===== src/rtl/core/sbi_pkg.sv =====
// sbi_pkg: shared constants for the segment versus box crossing test.
// Used by sbi_edge and segment_box_intersect_top.
`default_nettype none
package sbi_pkg;

  localparam int unsigned SBI_COORD_WIDTH = 16;
  localparam int unsigned SBI_FRAC_BITS   = 4;
  localparam int unsigned SBI_SCREEN_H    = 768;
  localparam int unsigned SBI_LATENCY     = 5;

endpackage
`default_nettype wire


===== src/rtl/core/sbi_edge.sv =====
// sbi_edge: four-stage crossing test of the segment against one box edge.
// Stages: offsets, products, cross difference, sign-aware range compare.
// Depends on sbi_pkg.
`default_nettype none
module sbi_edge #(
  parameter int unsigned COORD_WIDTH = sbi_pkg::SBI_COORD_WIDTH,
  parameter bit          VERT        = 1'b0
) (
  input  wire logic                          clk,
  input  wire logic signed [COORD_WIDTH+1:0] cx,
  input  wire logic signed [COORD_WIDTH+1:0] cy,
  input  wire logic signed [COORD_WIDTH+1:0] dx,
  input  wire logic signed [COORD_WIDTH+1:0] dy,
  input  wire logic signed [COORD_WIDTH-1:0] ax,
  input  wire logic signed [COORD_WIDTH-1:0] ay,
  input  wire logic signed [COORD_WIDTH-1:0] bx,
  input  wire logic signed [COORD_WIDTH-1:0] by,
  input  wire logic signed [COORD_WIDTH:0]   rx,
  input  wire logic signed [COORD_WIDTH:0]   ry,
  input  wire logic signed [COORD_WIDTH:0]   m,
  output logic                               edge_hit
);

  localparam int unsigned CW = COORD_WIDTH + 2;
  localparam int unsigned RW = COORD_WIDTH + 1;
  localparam int unsigned MW = COORD_WIDTH + 1;
  localparam int unsigned QW = COORD_WIDTH + 3;
  localparam int unsigned PW = 2 * COORD_WIDTH + 5;

  // stage 2: offsets from segment start, corner skip
  logic signed [QW-1:0] qx, qy, qx_next, qy_next;
  logic signed [RW-1:0] rx2, ry2;
  logic signed [MW-1:0] m2;
  logic                 skip2, skip_next;

  always_comb begin
    qx_next   = QW'(cx) - QW'(ax);
    qy_next   = QW'(cy) - QW'(ay);
    skip_next = (CW'(bx) == cx && CW'(by) == cy) || (CW'(bx) == dx && CW'(by) == dy);
  end

  always_ff @(posedge clk) begin
    qx    <= qx_next;
    qy    <= qy_next;
    rx2   <= rx;
    ry2   <= ry;
    m2    <= m;
    skip2 <= skip_next;
  end

  // stage 3: products
  logic signed [RW-1:0]    rsel;
  logic signed [QW-1:0]    qsel;
  logic signed [RW+MW-1:0] den_p;
  logic signed [QW+MW-1:0] n1_p;
  logic signed [QW+RW-1:0] pa_p, pb_p;
  logic signed [PW-1:0]    den3, n13, pa3, pb3;
  logic                    skip3;

  always_comb begin
    rsel  = VERT ? rx2 : ry2;
    qsel  = VERT ? qx : qy;
    den_p = rsel * m2;
    n1_p  = qsel * m2;
    pa_p  = qx * ry2;
    pb_p  = qy * rx2;
  end

  always_ff @(posedge clk) begin
    den3  <= PW'(den_p);
    n13   <= PW'(n1_p);
    pa3   <= PW'(pa_p);
    pb3   <= PW'(pb_p);
    skip3 <= skip2;
  end

  // stage 4: second cross product
  logic signed [PW-1:0] den4, n14, n24;
  logic                 skip4;

  always_ff @(posedge clk) begin
    den4  <= den3;
    n14   <= n13;
    n24   <= pa3 - pb3;
    skip4 <= skip3;
  end

  // stage 5: both parameters within the unit range
  logic den_zero, den_pos, n1_ok, n2_ok, edge_hit_next;

  always_comb begin
    den_zero = (den4 == '0);
    den_pos  = !den4[PW-1];
    if (den_pos) begin
      n1_ok = !n14[PW-1] && (n14 <= den4);
      n2_ok = !n24[PW-1] && (n24 <= den4);
    end else begin
      n1_ok = (n14[PW-1] || n14 == '0) && (n14 >= den4);
      n2_ok = (n24[PW-1] || n24 == '0) && (n24 >= den4);
    end
    edge_hit_next = !skip4 && !den_zero && n1_ok && n2_ok;
  end

  always_ff @(posedge clk) begin
    edge_hit <= edge_hit_next;
  end

endmodule
`default_nettype wire


===== config.mk =====
export PLATFORM = sky130hd
export DESIGN_NAME = sbi_edge
export DESIGN_NICKNAME = d
export VERILOG_FILES = /design/src/rtl/core/sbi_pkg.sv /design/src/rtl/core/sbi_edge.sv
export SDC_FILE = /design/constraint.sdc
export NUM_CORES = 2
export LEC_CHECK = 0
export ABC_AREA = 1
export BUFFER_PORTS_ARGS = -buffer_cell sky130_fd_sc_hd__buf_2
export CAP_MARGIN = 30
export CORE_ASPECT_RATIO = 1.25
export CORE_MARGIN = 5
export CORE_UTILIZATION = 30
export DETAILED_ROUTE_END_ITERATION = 7
export SLEW_MARGIN = 0
export SYNTH_ARGS = -nofsm -noshare
export SYNTH_HDL_FRONTEND = slang
export SYNTH_SLANG_ARGS = --single-unit

===== constraint.sdc =====
create_clock -name clk -period 6.4 [get_ports clk]
set_input_delay 0.96 -clock clk [delete_from_list [all_inputs] [get_ports clk]]
set_output_delay 0.96 -clock clk [all_outputs]
set_load 0.01 [all_outputs]

## After elaboration in Yosys (flattened, before gate mapping)

Cells that the tools add are included.
Widths: inputs -> output; s select.

- Bits in registers: 342
- Bits of input ports: 188
- Logic and storage cells: 52
- Output and inout bits: 1

- Order comparisons: 4
- Equal/unequal tests: 4
- $add $sub $neg: 3
- Reduce and logical (&&, ||, !) cells: 19
- Multiply operators: 4
- Mux-type cells: 2

Operator list:

| cell | count |
|---|---|
| $logic_not 37->1 | 3 |
| $mul 19x17->36 | 3 |
| $eq 16x18->1 | 4 |
| $sub 18x16->19 | 2 |
| $ge 37x34->1 | 1 |
| $le 37x34->1 | 1 |
| $sub 36x36->37 | 1 |
| $ge 36x34->1 | 1 |
| $le 36x34->1 | 1 |
| $mul 17x17->34 | 1 |
| $logic_and 1x1->1 | 9 |
| $logic_not 1->1 | 4 |
| $logic_or 1x1->1 | 3 |
| $mux 1 | 2 |

## Logic depth before layout (Yosys ltp)

- Word-level depth: 6
- Depth in mapped cells: 30
- Gate-level depth less buffers: 28

## Worst setup path after synthesis

Ideal clock, no wire load.

- Path type: register to register
- Start point: register qy[18] (netlist: qsel[18])
- End point: register n13[33]
- Cell stages (with the launch flop): 20
- Library setup time: 0.112 ns
- Data required time: 6.288 ns
- Path buffers: 2
- Clock period less this slack: 5.713 ns
- Setup slack: 0.687 ns
- Arrival: 5.601 ns
- Path through: dfxtp_1 clkbuf_1 clkbuf_1 nand2_1 inv_1 fa_1 fa_1 fa_1 fa_1 fa_1 inv_1 fa_1 inv_1 ha_1 a21oi_1 o21ai_0 a2111oi_0 nand2_1 nand2_1 nand2_1

- Word-level cells in the longest chain between the ends: 1

RTL lines:

| element | line | text |
|---|---|---|
| start: declaration | sbi_edge.sv:31 | `logic signed [QW-1:0] qx, qy, qx_next, qy_next;` |
| start signal: assignment | sbi_edge.sv:44 | `qy <= qy_next;` |
| $mul 19x17->36 | sbi_edge.sv:64 | `n1_p = qsel * m2;` |
| via n1_p[33] | sbi_edge.sv:55 | `logic signed [QW+MW-1:0] n1_p;` |
| end signal: assignment | sbi_edge.sv:71 | `n13 <= PW'(n1_p);` |
| end: declaration | sbi_edge.sv:57 | `logic signed [PW-1:0] den3, n13, pa3, pb3;` |

The timed path passes the listed nets, and every way through them passes these cells.

## Worst setup path after layout

- Start point: register m2[3]
- End point: register n13[29]

- Word-level cells in the longest chain between the ends: 1

RTL lines:

| element | line | text |
|---|---|---|
| start: declaration | sbi_edge.sv:33 | `logic signed [MW-1:0] m2;` |
| start signal: assignment | sbi_edge.sv:47 | `m2 <= m;` |
| $mul 19x17->36 | sbi_edge.sv:64 |  |
| via n1_p[29] | sbi_edge.sv:55 |  |

The timed path passes the listed nets, and every way through them passes these cells.

==> reports/results.txt <==
Status -> finished, final reports clean
Worst path max stage delay -> 0.71 ns
Slowest cell on crit path -> dfxtp_2
CTS tree -> yes
Syn-to-layout area delta -> 10.1%
R2r worst-path depth -> 19
Worst R2R Setup Slack -> 0.31 ns
Synth area leader -> fa_1
Routed WL -> 175,000 um
Worst-Margin Slew -> 0.865 ns
DP HPWL -> 145,000 um
Worst setup path startpoint -> m2[3]
Residual DRC -> 0
Max-slew violations -> 0
Clock sinks -> 342
H-Tree Depth -> 2
RR Startpoint -> m2[3]
Final net count -> 9,719
# setup viols final -> 0
Synthesized cell area -> 62,500 sq um
GP Congestion -> 0.904
Synth area leaders -> fa_1 41%, inv_1 14%, dfxtp_1 11%
Worst Hold Class -> reg2reg
CTS Buf Count -> 42
CTS max path bufs -> 3
Seq/Total Area, Yosys -> 11.0%
Family with the most delay on the worst path -> adder cells
EDFF count, synth -> 0
Total negative slack -> 0 ns
CP Class -> reg2reg
Final WS setup -> 0.307 ns
Headroom to the max-slew limit -> 42.2%
Yosys top cell area share -> 40.9%
CP arrival -> 6.64 ns
DR vias -> 47,744
Buf+Inv Stages, Crit Path -> 3
Clk_skew -> 0.0266 ns
Synth unique cells -> 54
I/O pin count -> 189
Floorplan core area -> 208,000 sq um
Initial core utilization -> 30.1%
Hold path startpoint -> den3[8]
Core Rows -> 187
DR WL/cell -> 16.7 um
Drt initial violations -> 2,394
Critical Path Source Type -> flop
Share of layout cells above drive strength 1 -> 6.32%
Clk slew on worst S/H paths -> 0.07 ns
DIE AREA -> 218,000 sq um
Initial antenna violation count -> 6
Die Span Y -> 520 um
Vias in the first global route -> 53,017
Seq cells post-synth -> 342
Clk root buf -> clkbuf_16
Data required time of the worst path -> 6.95 ns
Place WS -> 0.273 ns
Max Clk Rate -> 164 MHz
Clk_lat worst skew -> 0.64 ns
Hold endpoint -> den4[8]
Synthesized Nets -> 9,642
Largest net degree at the start of global routing -> 37
Via-to-Cell Ratio -> 4.53
Synth Area per Inst -> 8.14 sq um
Chip width -> 418 um
Worst hold slack -> 0.319 ns
Grt total ovfl -> 0
Crit-path max FO -> 20
First-pass GRT wire length -> 283,000 um
Most used flip-flop cell after synthesis -> dfxtp_1
I/O Buffers -> 188
# hold bufs at CTS -> 0
Tmin final -> 6.09 ns
Final period utilization -> 95.2%
Gate Count Post-Synth -> 7,680
GRT Overall Usage -> 16.4%
Endpoint type of the worst setup path -> flop
Post-synth ARST share -> 0%
Hold Crit Depth -> 0
1st-pass router iterations -> 6
Synthesis Warnings -> 0
Endpoints failing hold -> 0
Critical path cell sequence -> nand2_1 > inv_1 > fa_1 > fa_1 > fa_1 > fa_1 > fa_1 > inv_1 > fa_1 > inv_1 > ha_1 > nand2_1 > nor2_1 > nand2_1 > nor4_1 > o21ai_0 > o211ai_1 > a21oi_1 > xnor2_1
Most used cell, CP -> fa_1
RSZ-0062 raised after global routing -> no
Max-Cap Viols -> 0
Final ANT Viol Nets -> 0
Crit Reg-Reg Endpoint -> n13[29]
-- cell usage after synthesis, types with 5 or more instances --
| library cell | n |
|---|---|
| xnor2_1 | 118 |
| o21ai_0 | 99 |
| a21oi_2 | 11 |
| nand3_1 | 103 |
| o211ai_1 | 11 |
| a21o_1 | 31 |
| nor2_2 | 9 |
| nand2_1 | 1715 |
| nor4_1 | 37 |
| dfxtp_1 | 342 |
| o21bai_1 | 16 |
| o21ai_2 | 18 |
| xor2_1 | 133 |
| ha_1 | 497 |
| inv_1 | 2289 |
| nor2_1 | 236 |
| a31oi_1 | 30 |
| clkbuf_1 | 277 |
| nor3_1 | 22 |
| nand2_2 | 10 |
| nand4_1 | 46 |
| o31ai_1 | 7 |
| or2_2 | 29 |
| fa_1 | 1277 |
| inv_2 | 5 |
| o21ai_1 | 17 |
| o21a_1 | 18 |
| buf_1 | 5 |
| a21oi_1 | 224 |
| a221oi_1 | 6 |
-- state kept, by name, indices dropped and copies added (netlist names), 17 cells and up --
signal and cells:
rx2 17, n14 36, den3 34, m2 17, pa3 36, qsel 19
pb3 36, den4 34, n24 37, n13 36, rsel 17, qx 19
-- cells by family (layout without fill, tap and decap cells) --
logic type / Yosys count / count (layout) / share of synthesized area [%]
other: 0 / 2 / 0
AND/OR/NAND/NOR: 2222 / 2222 / 14.2
buffers and inverters: 2576 / 2683 / 15.5
adder cells (fa/ha/maj): 1774 / 1774 / 50.8
XOR/XNOR: 251 / 251 / 3.52
flip-flops: 342 / 342 / 11.0
AO/OA/AOI/OAI: 515 / 515 / 4.99
-- how the worst max path moves through the flow --
| stage | to | slack, ns | cells past startpoint |
|---|---|---|---|
| after floorplan | n13[33] | 0.69 | 19 |
| after CTS | den3[28] | 0.22 | 22 |
| after detailed placement | den3[28] | 0.27 | 22 |
| final | n13[29] | 0.31 | 19 |
| after global routing | den3[28] | 0.03 | 22 |
| after global placement | n13[29] | 0.27 | 21 |
-- stage by stage --
| step | util [%] | std cells | cell area, sq um |
|---|---|---|---|
| floorplan | - | 7680 | 62500 |
| global placement | 32.4 | 10452 | 67300 |
| detailed placement | 32.4 | 10452 | 67300 |
| CTS | 33.1 | 10526 | 68800 |
| global route | 33.2 | 10528 | 68800 |
| finish | 33.2 | 10529 | 68800 |
-- worst reg2reg max path, stage by stage (launching register included) --
cell	delay, ns
dfxtp_2	0.71
nand2_1	0.20
inv_1	0.11
fa_1	0.57
fa_1	0.59
fa_1	0.45
fa_1	0.51
fa_1	0.49
inv_1	0.05
fa_1	0.47
inv_1	0.04
ha_1	0.36
nand2_1	0.11
nor2_1	0.16
nand2_1	0.16
nor4_1	0.24
o21ai_0	0.22
o211ai_1	0.21
a21oi_1	0.13
xnor2_1	0.22
-- what timing repair did --
action	4_1_cts	5_1_grt
endpoints found under the setup margin	0	2
resized for setup	0	3
buffers inserted	0	1
hold endpoints to repair	0	0
-- layout make-up --
cell class / count / area, sq um
Clock inverter: 23 / 332
Timing Repair Buffer: 315 / 2430
Multi-Input combinational cell: 4762 / 46000
Sequential cell: 342 / 6860
Antenna cell: 2 / 5.00
Inverter: 2294 / 8610
Fill cell: 21698 / 139000
Tap cell: 2740 / 3430
Clock buffer: 51 / 1130
-- layout by cell type, fill, tap and decap left out, types with 9 or more instances in the layout --
cell	instances
a21o_1	31
a21oi_1	224
a21oi_2	11
a31oi_1	30
buf_12	43
buf_2	188
buf_4	84
clkbuf_16	42
dfxtp_1	338
fa_1	1277
ha_1	497
inv_1	2288
nand2_1	1715
nand2_2	10
nand3_1	103
nand4_1	46
nor2_1	236
nor2_2	9
nor3_1	22
nor4_1	37
o211ai_1	11
o21a_1	18
o21ai_0	99
o21ai_1	17
o21ai_2	18
o21bai_1	16
or2_2	29
xnor2_1	118
xor2_1	133
-- routing by layer --
metal | GRT usage (%) | vias to the layer above | part of all wire (%)
met1 | 19.0 | 23959 | 39
met2 | 30.4 | 1242 | 52
met3 | 1.51 | 380 | 3.9
met5 | 0 | - | 0
met4 | 7.65 | 0 | 5.7
li1 | - | 22163 | -
Power is not shown: default switching activity piles up to over one toggle a cycle in this logic, so the estimate is an artifact.
